File: config.mk
export PLATFORM = sky130hd
export DESIGN_NAME = flc_adder_tree
export DESIGN_NICKNAME = d
export VERILOG_FILES = /design/src/rtl/core/flc_pkg.sv /design/src/rtl/core/flc_adder_tree.sv
export SDC_FILE = /design/constraint.sdc
export NUM_CORES = 2
export LEC_CHECK = 0
export BUFFER_PORTS_ARGS = -buffer_cell sky130_fd_sc_hd__clkbuf_2
export CORE_MARGIN = 10
export CORE_UTILIZATION = 35
export DETAILED_ROUTE_END_ITERATION = 12
export GPL_ROUTABILITY_DRIVEN = 0
export GPL_TIMING_DRIVEN = 0
export PLACE_DENSITY = 0.54
export SYNTH_ARGS = -nofsm -noshare
export SYNTH_HDL_FRONTEND = slang
export SYNTH_SLANG_ARGS = --single-unit
File: constraint.sdc
create_clock -name clock -period 6.5 [get_ports clock]
set_input_delay 1.3 -clock clock [delete_from_list [all_inputs] [get_ports clock]]
set_output_delay 1.3 -clock clock [all_outputs]
set_load 0.1 [all_outputs]
File: src/rtl/core/flc_pkg.sv
package flc_pkg;

   // kernel length and operand width
   localparam int MAX_TAPS    = 32;
   localparam int SAMPLE_BITS = 16;

   // derived widths
   localparam int IDX_BITS  = $clog2(MAX_TAPS);
   localparam int TAP_BITS  = $clog2(MAX_TAPS) + 1;
   localparam int PROD_BITS = 2 * SAMPLE_BITS;
   localparam int ACC_BITS  = PROD_BITS + $clog2(MAX_TAPS);

   // adder tree shape
   localparam int LEVELS = $clog2(MAX_TAPS);
   localparam int LEAVES = 1 << LEVELS;
   localparam int NODES  = LEAVES - 1;

   // function codes of an input word
   localparam logic FUNC_LOAD   = 1'b0;
   localparam logic FUNC_SAMPLE = 1'b1;

   // control travelling alongside the data through the pipeline
   typedef struct packed {
      logic vld;
      logic last;
   } ctrl_type;

endpackage

File: src/rtl/core/flc_adder_tree.sv
module flc_adder_tree (
   input  logic                                 clock,
   input  logic                                 reset,
   input  logic                                 en,
   input  flc_pkg::ctrl_type                    leaf_ctrl,
   input  logic signed [flc_pkg::PROD_BITS-1:0] leaf [flc_pkg::MAX_TAPS],
   output logic signed [flc_pkg::ACC_BITS-1:0]  sum,
   output flc_pkg::ctrl_type                    sum_ctrl
);
   import flc_pkg::*;

   localparam int EXT_BITS = ACC_BITS - PROD_BITS;

   logic signed [ACC_BITS-1:0] leaf_ext [LEAVES];
   logic signed [ACC_BITS-1:0] node_ff  [NODES];
   logic signed [ACC_BITS-1:0] node_in  [NODES];
   ctrl_type                   ctrl_ff  [LEVELS];

   // sign extend the products, padding leaves are zero
   for (genvar g = 0; g < LEAVES; g++) begin : g_leaf
      if (g < MAX_TAPS) begin : g_used
         assign leaf_ext[g] = {{EXT_BITS{leaf[g][PROD_BITS-1]}}, leaf[g]};
      end else begin : g_pad
         assign leaf_ext[g] = '0;
      end
   end

   // one adder per node, children at 2n+1 and 2n+2
   for (genvar n = 0; n < NODES; n++) begin : g_node
      if (2 * n + 1 >= NODES) begin : g_bottom
         assign node_in[n] = leaf_ext[2 * n + 1 - NODES] + leaf_ext[2 * n + 2 - NODES];
      end else begin : g_inner
         assign node_in[n] = node_ff[2 * n + 1] + node_ff[2 * n + 2];
      end
   end

   // node registers
   always_ff @(posedge clock) begin
      if (en) begin
         for (int n = 0; n < NODES; n++) begin
            node_ff[n] <= node_in[n];
         end
      end
   end

   // control delay matching the tree depth
   always_ff @(posedge clock) begin
      if (reset) begin
         for (int k = 0; k < LEVELS; k++) begin
            ctrl_ff[k] <= '0;
         end
      end else if (en) begin
         ctrl_ff[0] <= leaf_ctrl;
         for (int k = 1; k < LEVELS; k++) begin
            ctrl_ff[k] <= ctrl_ff[k-1];
         end
      end
   end

   assign sum      = node_ff[0];
   assign sum_ctrl = ctrl_ff[LEVELS-1];

endmodule

[After elaboration in Yosys (flattened, before gate mapping)]
Memories as Yosys holds them, arrays and structs flattened.
Index checks and enable logic that the tools add are counted.
Storage, ports and cells
  RAM bits: 1157
  bits of input ports: 1029
  memories: 2
  flip-flop bits (word level): 0
Memories
  node_ff: words 31, width 37, read ports 31, clocked after memory_dff 0, write ports 31, line flc_adder_tree.sv:15  | logic signed [ACC_BITS-1:0] node_ff [NODES];
  ctrl_ff: words 5, width 2, read ports 5, clocked after memory_dff 0, write ports 5, line flc_adder_tree.sv:17  | ctrl_type ctrl_ff [LEVELS];
Operators by class
  $add $sub $neg: 31
  mux-type cells: 11
  bitwise operators: 5
Operators by type and width (number)
  $add A37 B37 Y37: 15
  $add A32 B32 Y33: 16
  $mux W2: 5
  $mux W1: 6
  $or A1 B1 Y1: 5

[Depth between registers and ports, before layout]
  depth after elaboration: 4
  gate-level depth with buffers: 12

[Worst setup path before layout]
OpenSTA, ideal clock, no wires.
  kind: input port to flip-flop
  start point: input port leaf[68] (netlist bit)
  end point: memory node_ff[1][510] (netlist bit), data pin
  data arrival time: 4032 ps
  library setup time: 272 ps
  setup slack: 2196 ps
  stages: 10
  cells stage by stage: ha_1 a2111oi_0 o21ai_0 a21o_1 a31oi_4 o211ai_1 a2111oi_2 nor4_1 mux2i_1 or4_1
RTL lines
  start, declared: line flc_adder_tree.sv:6  | input logic signed [flc_pkg::PROD_BITS-1:0] leaf [flc_pkg::MAX_TAPS],
  end, declared: line flc_adder_tree.sv:15

==> impl_metrics.yaml <==
power:
  max-vdd-ir-drop_mv: 0.324
  power.density_mw_per_mm2: 427
  power_mw: 41.9
  total_leakage_power_nw: 42.3
timing:
  tightest_slew_ns: 1.42
  fmax_ghz: 0.181
  worst_slew_margin_rel_pct: 4.48
  fin_crit_ns: 5.53
  fin_skew_ns: 0.0378
  fin_crit_sh_pct: 85.1
  slew_violations: 0
  hold_ws_ns: 0.517
  setup_tns_ns: 0
  report.final.hold_viol_count: 0
  setup_violations: 0
  setup_ws_ns: 0.966
  rsz0062_at_grt: "false"
place:
  portBuffers: 1067
  post-dp-hpwl_mm: 233
  pre_cts_slack_ns: 0.321
  dp_cells: 12500
  placed_area_mm2: 0.0934
setup_path:
  cp.required_ns: 7.00
  start_kind: "primary input"
  path_class: "primary input to flop"
  worst_r2r_path_depth: 11
  cp_cell_sequence: "clkbuf_2 -> ha_1 -> fa_1 -> a21o_1 -> a21oi_1 -> o21bai_1 -> o311ai_0 -> a311oi_1 -> nor2_1 -> o31ai_1 -> o41ai_1 -> o21ai_0 -> a221oi_1"
  path_max_fanout: 4
  cpPeakStageDelay_ns: 0.66
  cp_slowest_cell: "o41ai_1"
  worstPathArrival_ns: 6.04
  worstSetupEndpointType: "flop"
layout:
  area_growth_syn_to_layout_pct: 16.9
  nets: 11500
  final_cell_area_mm2: 0.0979
  drive_gt1_share_pct: 14.8
  final_cells: 12700
  layout_commonest_cell: "edfxtp_1"
  final_util_pct: 41.1
  final_cell_mix: "edfxtp_1 (1093), clkbuf_2 (1066), ha_1 (1028)"
  fillers: 23100
clock_network:
  clock_path_buffers: 3
  cts_root_buffer: "clkbuf_16"
  cts_tree: "built"
  cts_made_buffers: 137
  post_cts_resized: 0
  post_cts_buffers: 0
  hold_buffers: 0
  clock_latency_ns: 0.78
  cts_htree_levels: 4
  clk_pin_slew_ns: 0.05
  cts_sinks: 1093
global_route:
  grt_max_degree: 117
  grt_use_total_pct: 20.5
  grt_first_pass_wirelength_mm: 413
  use_met3_pct: 3.46
  use_met1_pct: 26.0
  gr-total-overflow: 0
  busiest_layer: "met2"
  gr-usage-met2_pct: 34.7
  antenna_found_initial: 50
  grt_pass1_vias: 68500
yosys:
  avgSynthCellArea_um2: 10.2
  syn_nets: 10300
  synth-edff-count: 1093
  yosysSeqAreaShare_pct: 39.2
  yosys.area.top_type: "edfxtp_1"
  yosysWarnings: 0
  synthArstFlopShare_pct: 0
  ys_ff_latch: 1093
  yosys-top-cells-area: "edfxtp_1 (39%), ha_1 (15%), xnor2_1 (6.0%)"
  synthCells: 8206
  syn_area_mm2: 0.0838
  yosys.area.top_type_share_pct: 39.2
  synth-main-ff-cell: "edfxtp_1"
  synth_cell_types: 79
min_path:
  hold_path.class: "flop to flop"
  whs_path_depth: 1
die:
  pin_count: 1068
  initial_utilization_pct: 35.2
  die_y_um: 509
  core_area_mm2: 0.238
  die_w_um: 509
  std_cell_rows: 179
  die_area_mm2: 0.259
run:
  maxCapViolations: 0
route:
  wl_mm: 280
  drc_errors: 0
  first_pass_iters: 6
  wl_per_cell_um: 22.0
  via_count: 68900
  drt_iter0_markers: 4848
  ant_nets: 0
  post_drt_via_cell_ratio: 5.42
outcome:
  status: "completed"
-- worst paths after layout --
path                                    start                           to  slack [ns]
setup / recovery                    leaf[512]    node_ff[1][258]$_DFFE_PP_        0.97
hold / removal    ctrl_ff[0][6]$_SDFFCE_PN0P_  ctrl_ff[0][8]$_SDFFCE_PN0P_        0.52
setup reg to reg    node_ff[0][222]$_DFFE_PP_    node_ff[0][108]$_DFFE_PP_        2.07
hold reg to reg   ctrl_ff[0][6]$_SDFFCE_PN0P_  ctrl_ff[0][8]$_SDFFCE_PN0P_        0.52
-- worst max-delay path, delay by kind of cell --
| family | cells | cell delay (ns) |
|---|---|---|
| AO/OA/AOI/OAI | 9 | 3.43 |
| adder cells (fa/ha/maj) | 2 | 0.65 |
| AND/OR/NAND/NOR | 1 | 0.55 |
| buffers and inverters | 1 | 0.10 |
-- where the power goes --
group / internal [mW] / switching (mW) / leakage (nW)
logic: 8.36 / 13.3 / 29.5
registers: 11.3 / 1.24 / 10.7
clock network: 4.59 / 3.05 / 2.18
total: 24.3 / 17.6 / 42.3
-- sequential cells by signal, summed over array words and instances (netlist names) --
name	flops
node_ff	1083
ctrl_ff	10
-- layout make-up --
cell class | instances | area [µm²] | area share, %
multi-input cells | 6729 | 49400 | 50.4
well taps | 3167 | 3960 | 4.05
flip-flops and latches | 1093 | 32800 | 33.5
plain buffers | 151 | 713 | 0.728
clock buffers | 150 | 3500 | 3.57
repair buffers | 1078 | 5630 | 5.75
inverters | 233 | 875 | 0.893
diodes | 25 | 62.6 | 0.0639
clock inverters | 90 | 970 | 0.990
-- synthesized netlist by cell type (32+ instances only) --
| cell | count |
|---|---|
| nand2_1 | 421 |
| or2_2 | 33 |
| nor2b_1 | 133 |
| edfxtp_1 | 1093 |
| o21a_1 | 151 |
| nor2_1 | 509 |
| a2111oi_0 | 32 |
| a21o_1 | 600 |
| xnor2_1 | 576 |
| a31oi_1 | 100 |
| a211oi_1 | 71 |
| o211ai_1 | 56 |
| clkbuf_1 | 111 |
| o21bai_1 | 165 |
| nand2b_1 | 141 |
| xor2_1 | 309 |
| nand3_1 | 143 |
| nor3_1 | 143 |
| a21oi_1 | 815 |
| ha_1 | 1028 |
| buf_4 | 39 |
| o21ai_0 | 496 |
| and2_1 | 57 |
| and3_1 | 96 |
| inv_1 | 233 |
| o31ai_1 | 52 |
| nand4_1 | 106 |
-- metal layers --
metal	wire, µm	vias to the layer above
li1	-	33700
met1	120000	32800
met2	132000	1968
met3	14600	405
met5	132	-
met4	12400	20
-- cells by family after synthesis --
kind of cell               synth area share [%]
AOI/OAI and AO/OA                          22.3
and+or+nand+nor                            11.2
DFF                                        39.2
adders and majority gates                  16.1
xor gates and xnor gates                   9.25
buffers and inverters                      1.90
muxes                                     0.111
No activity file was read; power rests on OpenSTA's default activity.
