==> src/rtl/core/flc_pkg.sv <==
package flc_pkg;

   // kernel length and operand width
   localparam int MAX_TAPS    = 32;
   localparam int SAMPLE_BITS = 16;

   // derived widths
   localparam int IDX_BITS  = $clog2(MAX_TAPS);
   localparam int TAP_BITS  = $clog2(MAX_TAPS) + 1;
   localparam int PROD_BITS = 2 * SAMPLE_BITS;
   localparam int ACC_BITS  = PROD_BITS + $clog2(MAX_TAPS);

   // adder tree shape
   localparam int LEVELS = $clog2(MAX_TAPS);
   localparam int LEAVES = 1 << LEVELS;
   localparam int NODES  = LEAVES - 1;

   // function codes of an input word
   localparam logic FUNC_LOAD   = 1'b0;
   localparam logic FUNC_SAMPLE = 1'b1;

   // control travelling alongside the data through the pipeline
   typedef struct packed {
      logic vld;
      logic last;
   } ctrl_type;

endpackage

==> src/rtl/core/flc_cell.sv <==
module flc_cell (
   input  logic                                   clock,
   input  logic                                   en,
   input  logic                                   shift,
   input  logic                                   clr,
   input  logic                                   tap_on,
   input  logic                                   coef_we,
   input  logic signed [flc_pkg::SAMPLE_BITS-1:0] coef_data,
   input  logic signed [flc_pkg::SAMPLE_BITS-1:0] nbr_sample,
   output logic signed [flc_pkg::SAMPLE_BITS-1:0] sample,
   output logic signed [flc_pkg::PROD_BITS-1:0]   prod
);
   import flc_pkg::*;

   logic signed [SAMPLE_BITS-1:0] coef_ff;
   logic signed [SAMPLE_BITS-1:0] hist_ff;
   logic signed [SAMPLE_BITS-1:0] hist_in;
   logic signed [PROD_BITS-1:0]   prod_ff;
   logic signed [PROD_BITS-1:0]   prod_in;

   // sample arriving from the neighbour, dropped when the history is cleared
   assign hist_in = clr ? '0 : nbr_sample;

   // product of the arriving sample, zero for a tap beyond the kernel length
   assign prod_in = tap_on ? PROD_BITS'(coef_ff * nbr_sample) : '0;

   // coefficient store
   always_ff @(posedge clock) begin
      if (coef_we) begin
         coef_ff <= coef_data;
      end
   end

   // history tap, reset to zero
   always_ff @(posedge clock) begin
      if (clr) begin
         hist_ff <= '0;
      end else if (shift) begin
         hist_ff <= hist_in;
      end
   end

   // product register
   always_ff @(posedge clock) begin
      if (en) begin
         prod_ff <= prod_in;
      end
   end

   assign sample = hist_ff;
   assign prod   = prod_ff;

endmodule

==> config.mk <==
export PLATFORM = sky130hd
export DESIGN_NAME = flc_cell
export DESIGN_NICKNAME = d
export VERILOG_FILES = /design/src/rtl/core/flc_pkg.sv /design/src/rtl/core/flc_cell.sv
export SDC_FILE = /design/constraint.sdc
export NUM_CORES = 1
export LEC_CHECK = 0
export ABC_CLOCK_PERIOD_IN_PS = 8500
export BUFFER_PORTS_ARGS = -buffer_cell sky130_fd_sc_hd__buf_2
export CAP_MARGIN = 25
export CORE_UTILIZATION = 55
export CTS_CLUSTER_SIZE = 20
export DETAILED_ROUTE_END_ITERATION = 7
export HOLD_SLACK_MARGIN = 0.08
export MAX_ROUTING_LAYER = met4
export PLACE_DENSITY = 0.74
export SYNTH_ARGS = -nofsm -noshare
export SYNTH_HDL_FRONTEND = slang
export SYNTH_SLANG_ARGS = --single-unit
==> constraint.sdc <==
create_clock -name clock -period 8.5 [get_ports clock]
set_input_delay 0.425 -clock clock [delete_from_list [all_inputs] [get_ports clock]]
set_output_delay 0.425 -clock clock [all_outputs]
set_load 0.005 [all_outputs]
======== After elaboration in Yosys (flattened, before gate mapping) ========
Index checks and enable logic that the tools add are counted.
word-level totals
  register bits after elaboration ......... 64
  input port bits ......................... 38
  output and inout bits ................... 48
  logic and storage cells ................. 4
cells by class
  multiply operators ...................... 1
operators by type and width
  operator                                        count
  16-bit by 16-bit multiplier with 32-bit output  1

======== Logic depth before layout (Yosys ltp) ========
  word-level depth ........................ 1
  mapped depth ............................ 22
  depth with buffers taken out ............ 20

======== Worst setup path before layout ========
OpenSTA, ideal clock, no wires.
  path type ............................... input port to flip-flop
  from .................................... in nbr_sample[8] (netlist name)
  to ...................................... reg prod_ff[29] (netlist: prod[29]), data pin
  setup time .............................. 0.261 ns
  data arrival time ....................... 6.037 ns
  data required time ...................... 8.239 ns
  path slack .............................. 2.202 ns
  stages .................................. 21
  buffers on the path ..................... 2
  cells stage by stage .................... clkbuf_1 > clkbuf_1 > nand2_1 > fa_1 > inv_1 > fa_1 > inv_1 > fa_1 > inv_1 > fa_1 > fa_1 > inv_1 > fa_1 > inv_1 > ha_1 > a2111o_1 > a31o_1 > a32o_1 > or4_4 > a41oi_2 > mux2i_1
between the ends
  word-level cells in the longest chain between the ends .. 1
RTL lines
  element                                         line            RTL
  start, declared                                 flc_cell.sv:9   input logic signed [flc_pkg::SAMPLE_BITS-1:0] nbr_sample,
  16-bit by 16-bit multiplier with 32-bit output  flc_cell.sv:25  assign prod_in = tap_on ? PROD_BITS'(coef_ff * nbr_sample) : '0;
  end signal, assigned                            flc_cell.sv:46  prod_ff <= prod_in;
  end, declared                                   flc_cell.sv:18  logic signed [PROD_BITS-1:0] prod_ff;
Every way passes these cells.
A chain may end at the register's enable or synchronous reset.

======== Final worst setup path ========
  from .................................... reg coef_ff[15]
  to ...................................... reg prod_ff[30] (netlist: prod[30]), data pin
between the ends
  word-level cells in the longest chain between the ends .. 1
RTL lines
  element                                         line            RTL
  start, declared                                 flc_cell.sv:15  logic signed [SAMPLE_BITS-1:0] coef_ff;
  start signal, assigned                          flc_cell.sv:30  coef_ff <= coef_data;
  16-bit by 16-bit multiplier with 32-bit output  flc_cell.sv:25
Every way passes these cells.

==> impl.org <==
** Outcome
- Outcome :: finished clean

** Placement
- The congestion estimate from routability-driven global placement came to slightly above 0.9.
- During placement, the flow inserted port buffers numbering 85.
- Worst slack after detailed placement :: about 1800 ps
- Detailed placement HPWL :: between 20000 and 25000 um

** STA
- The routed design could run at a clock period as short as a little under 7000 ps.
- Adding up every negative setup slack in the final design gives 0 ps.
- Timing would allow up to roughly 150 MHz.
- Count of final max-slew check failures :: 0
- Setup violations remaining at the end of the flow were counted as 0.
- Setup slack closes at approximately 1800 ps.
- RSZ-0062 raised after global routing :: false
- Across the routed clock network, the largest skew measured is between 10 and 15 ps.
- Number of hold violations in the final report :: 0
- Post-route fraction of the period consumed by the critical path :: 0.791
- Post-route worst hold slack :: between 200 and 300 ps
- At the pin with the least slew margin, the transition time is roughly 810 ps.
- Headroom to the max-slew limit came out at 0.463.

** Critical path
- The cell that appears most often on the critical path is sky130_fd_sc_hd__fa_1.
- Data required time of the critical path :: 8580 ps
- Critical path peak fanout :: 16
- Crit path buffers/inverters :: 3
- The setup check on the worst reg-to-reg path leaves a slack of between 1500 and 2000 ps.
- The setup path with the least slack is of type register to register.
- Data arrival, critical path :: 6810 ps
- Top Family by Delay on Critical Path :: adder cells
- Worst-path cell chain :: nand2_1, inv_1, fa_1, fa_1, fa_1, fa_1, fa_1, inv_1, fa_1, inv_1, ha_1, a21oi_1, or4b_1, a31oi_1, o31ai_1, mux2i_1, o311ai_1
- Slowest cell on crit path :: sky130_fd_sc_hd__fa_1
- STA classifies the critical path startpoint as a register.
- In this design, the stage delay of the slowest critical-path cell is 840 ps.
- The worst setup path is captured at a register.

** Floorplanning
- Core Rows :: between 50 and 60
- Core Box Area :: approximately 21000 um2
- IO Count :: 86
- Initial standard-cell utilization of the core :: 0.569
- The floorplan step set the die width to about 150 um.
- Die height :: approximately 150 um
- Full die area :: 22600 um2

** Clocking
- TritonCTS built the clock tree.
- Bufs on Longest Clock Path :: 2
- Later-pin clock latency in the skew report :: around 350 ps
- For this design, the sink count on the clock tree is 64.
- Post-CTS Setup Repair Bufs :: 0
- In this run, CTS created clock tree buffers numbering 9.
- The tree is rooted in a sky130_fd_sc_hd__clkbuf_16.
- Clock Pin Slew Worst Setup and Hold Paths :: ~60 ps
- Once the clock tree was built, the resizer swapped 0 gates to a different size.
- For this design, the CTS-stage hold fixing added 0 buffers.
- CTS built an H-tree with a depth of 3.

** Cells and area
- The layout has about 1.8k filler cells.
- Diodes inserted :: 0
- Final nets :: about 1.7k
- Area growth from synthesis to final layout :: 7.66%
- Share of post-route cells with drive strength above 1 :: 0.0793

** GRT
- The number of global-route vias before repair came to ~9k.
- The first global-routing pass estimated 46000 um of wire.
- Aggregate global-route resource usage :: 0.280
- Maximum number of pins on one net before global-route repair :: 33
- Number of antenna violations at the first check in global routing :: 0
- After global routing the overflow that remains totals 0.

** Synth
- Top area cells in the synthesized netlist :: sky130_fd_sc_hd__fa_1 43%, sky130_fd_sc_hd__edfxtp_1 12%, sky130_fd_sc_hd__inv_1 9.0%
- The synthesized netlist contains a little over 50 unique library cells.
- Cell with the most instances after synthesis :: sky130_fd_sc_hd__inv_1
- After synthesis, the mean cell area works out to approximately 9.8 um2.
- Synthesis produced a netlist whose cell count is between 1k and 1.5k.
- Largest area contributor in the synthesized netlist :: sky130_fd_sc_hd__fa_1
- In this run, synthesis produced a sequential element count of between 60 and 70.
- Proportion of synthesized flip-flops having asynchronous set or reset :: 0
- Fraction of post-synthesis cell area in the top cell type by area :: 0.433
- For this run, the leading register cell type out of synthesis is sky130_fd_sc_hd__edfxtp_1.
- Commonest cells in the synthesized netlist :: 289 x sky130_fd_sc_hd__inv_1, 262 x sky130_fd_sc_hd__fa_1, 138 x sky130_fd_sc_hd__nand2_1, 128 x sky130_fd_sc_hd__and2_1, 82 x sky130_fd_sc_hd__ha_1
- Number of warnings issued by yosys :: 0
- Synthesized Nets :: between 1.5k and 2k
- Post-Syn Area :: 12100 um2
- Post-synth EDFFs :: 48
- Of the synthesized area, sequential elements account for 0.146.

** Detailed routing
- The first routing iteration left about 450 violations.
- Total Wirelength :: 28100 um
- Across all layers, the routed design uses between 8k and 9k vias.
- The pre-antenna-repair detailed-routing pass consisted of 5 iterations.
- In the routed design, unresolved DRC markers number 0.
- The detail route stage leaves a number of antenna-violating nets equal to 0.
- In the final routed layout, each cell accounts on average for approximately 18 um.
- Routed via count divided by cell count :: ~5.4

** Hold path
- Classification of the worst-slack hold path :: primary input to register

** Run
- Max-cap violations :: 0
## final timing paths
kind                       from          end  depth (start not counted)
setup / recovery    coef_ff[15]     prod[30]                         17
setup reg to reg    coef_ff[15]     prod[30]                         17
hold / removal    coef_data[10]  coef_ff[10]                          1
hold reg to reg       sample[3]    sample[3]                          2
## kinds of logic (layout without fill, tap and decap cells)
group	after synthesis	after routing	synth area share
compound gates	92	92	0.0502
xor+xnor	25	25	0.0181
fa+ha+maj	344	344	0.518
buf+inv	332	390	0.103
flops	64	64	0.146
mux	21	21	0.0174
simple gates	363	363	0.148
## registers in the layout, indices dropped and copies added, names as in the netlist
register,cells
prod,32
coef_ff,16
sample,16
## final cells by class
cell class | instances | area (um2) | share of cell area
timing repair buffer | 85 | 425 | 0.0326
tap | 275 | 344 | 0.0264
sequential | 64 | 1760 | 0.135
inverter | 289 | 1080 | 0.0832
multi-input combinational | 845 | 9100 | 0.698
clock inverter | 7 | 93.8 | 0.00720
clock buffer | 9 | 225 | 0.0173
## per-stage QoR
stage,util,area [um2],instances
3_3_place_gp,0.597,12700,1558
3_5_place_dp,0.597,12700,1558
6_report,0.612,13000,1574
2_1_floorplan,-,12100,1241
4_1_cts,0.612,13000,1574
5_1_grt,0.612,13000,1574
## placed cells by master, fill, tap and decap left out, types with 6 or more instances in the layout
cell,n
sky130_fd_sc_hd__o21ai_0,19
sky130_fd_sc_hd__nand3_1,7
sky130_fd_sc_hd__mux2i_1,21
sky130_fd_sc_hd__nor3_1,7
sky130_fd_sc_hd__edfxtp_1,48
sky130_fd_sc_hd__and2_1,128
sky130_fd_sc_hd__clkbuf_16,9
sky130_fd_sc_hd__nand2b_1,9
sky130_fd_sc_hd__nor2_1,54
sky130_fd_sc_hd__ha_1,82
sky130_fd_sc_hd__buf_2,85
sky130_fd_sc_hd__a21oi_1,26
sky130_fd_sc_hd__a21o_1,12
sky130_fd_sc_hd__xor2_1,6
sky130_fd_sc_hd__xnor2_1,19
sky130_fd_sc_hd__dfxtp_1,16
sky130_fd_sc_hd__nand2_1,138
sky130_fd_sc_hd__fa_1,262
sky130_fd_sc_hd__inv_1,289
## per-layer routing
metal,part of all wire,track usage,vias to the layer above
li1,-,-,3846
met5,0,-,-
met3,0.053,0.0388,45
met2,0.53,0.476,234
met4,0.019,0.0747,0
met1,0.40,0.353,4387
Power is left out: the tool's default activity adds up to more than one toggle a clock period on the data nets, which glitch-free logic cannot reach.
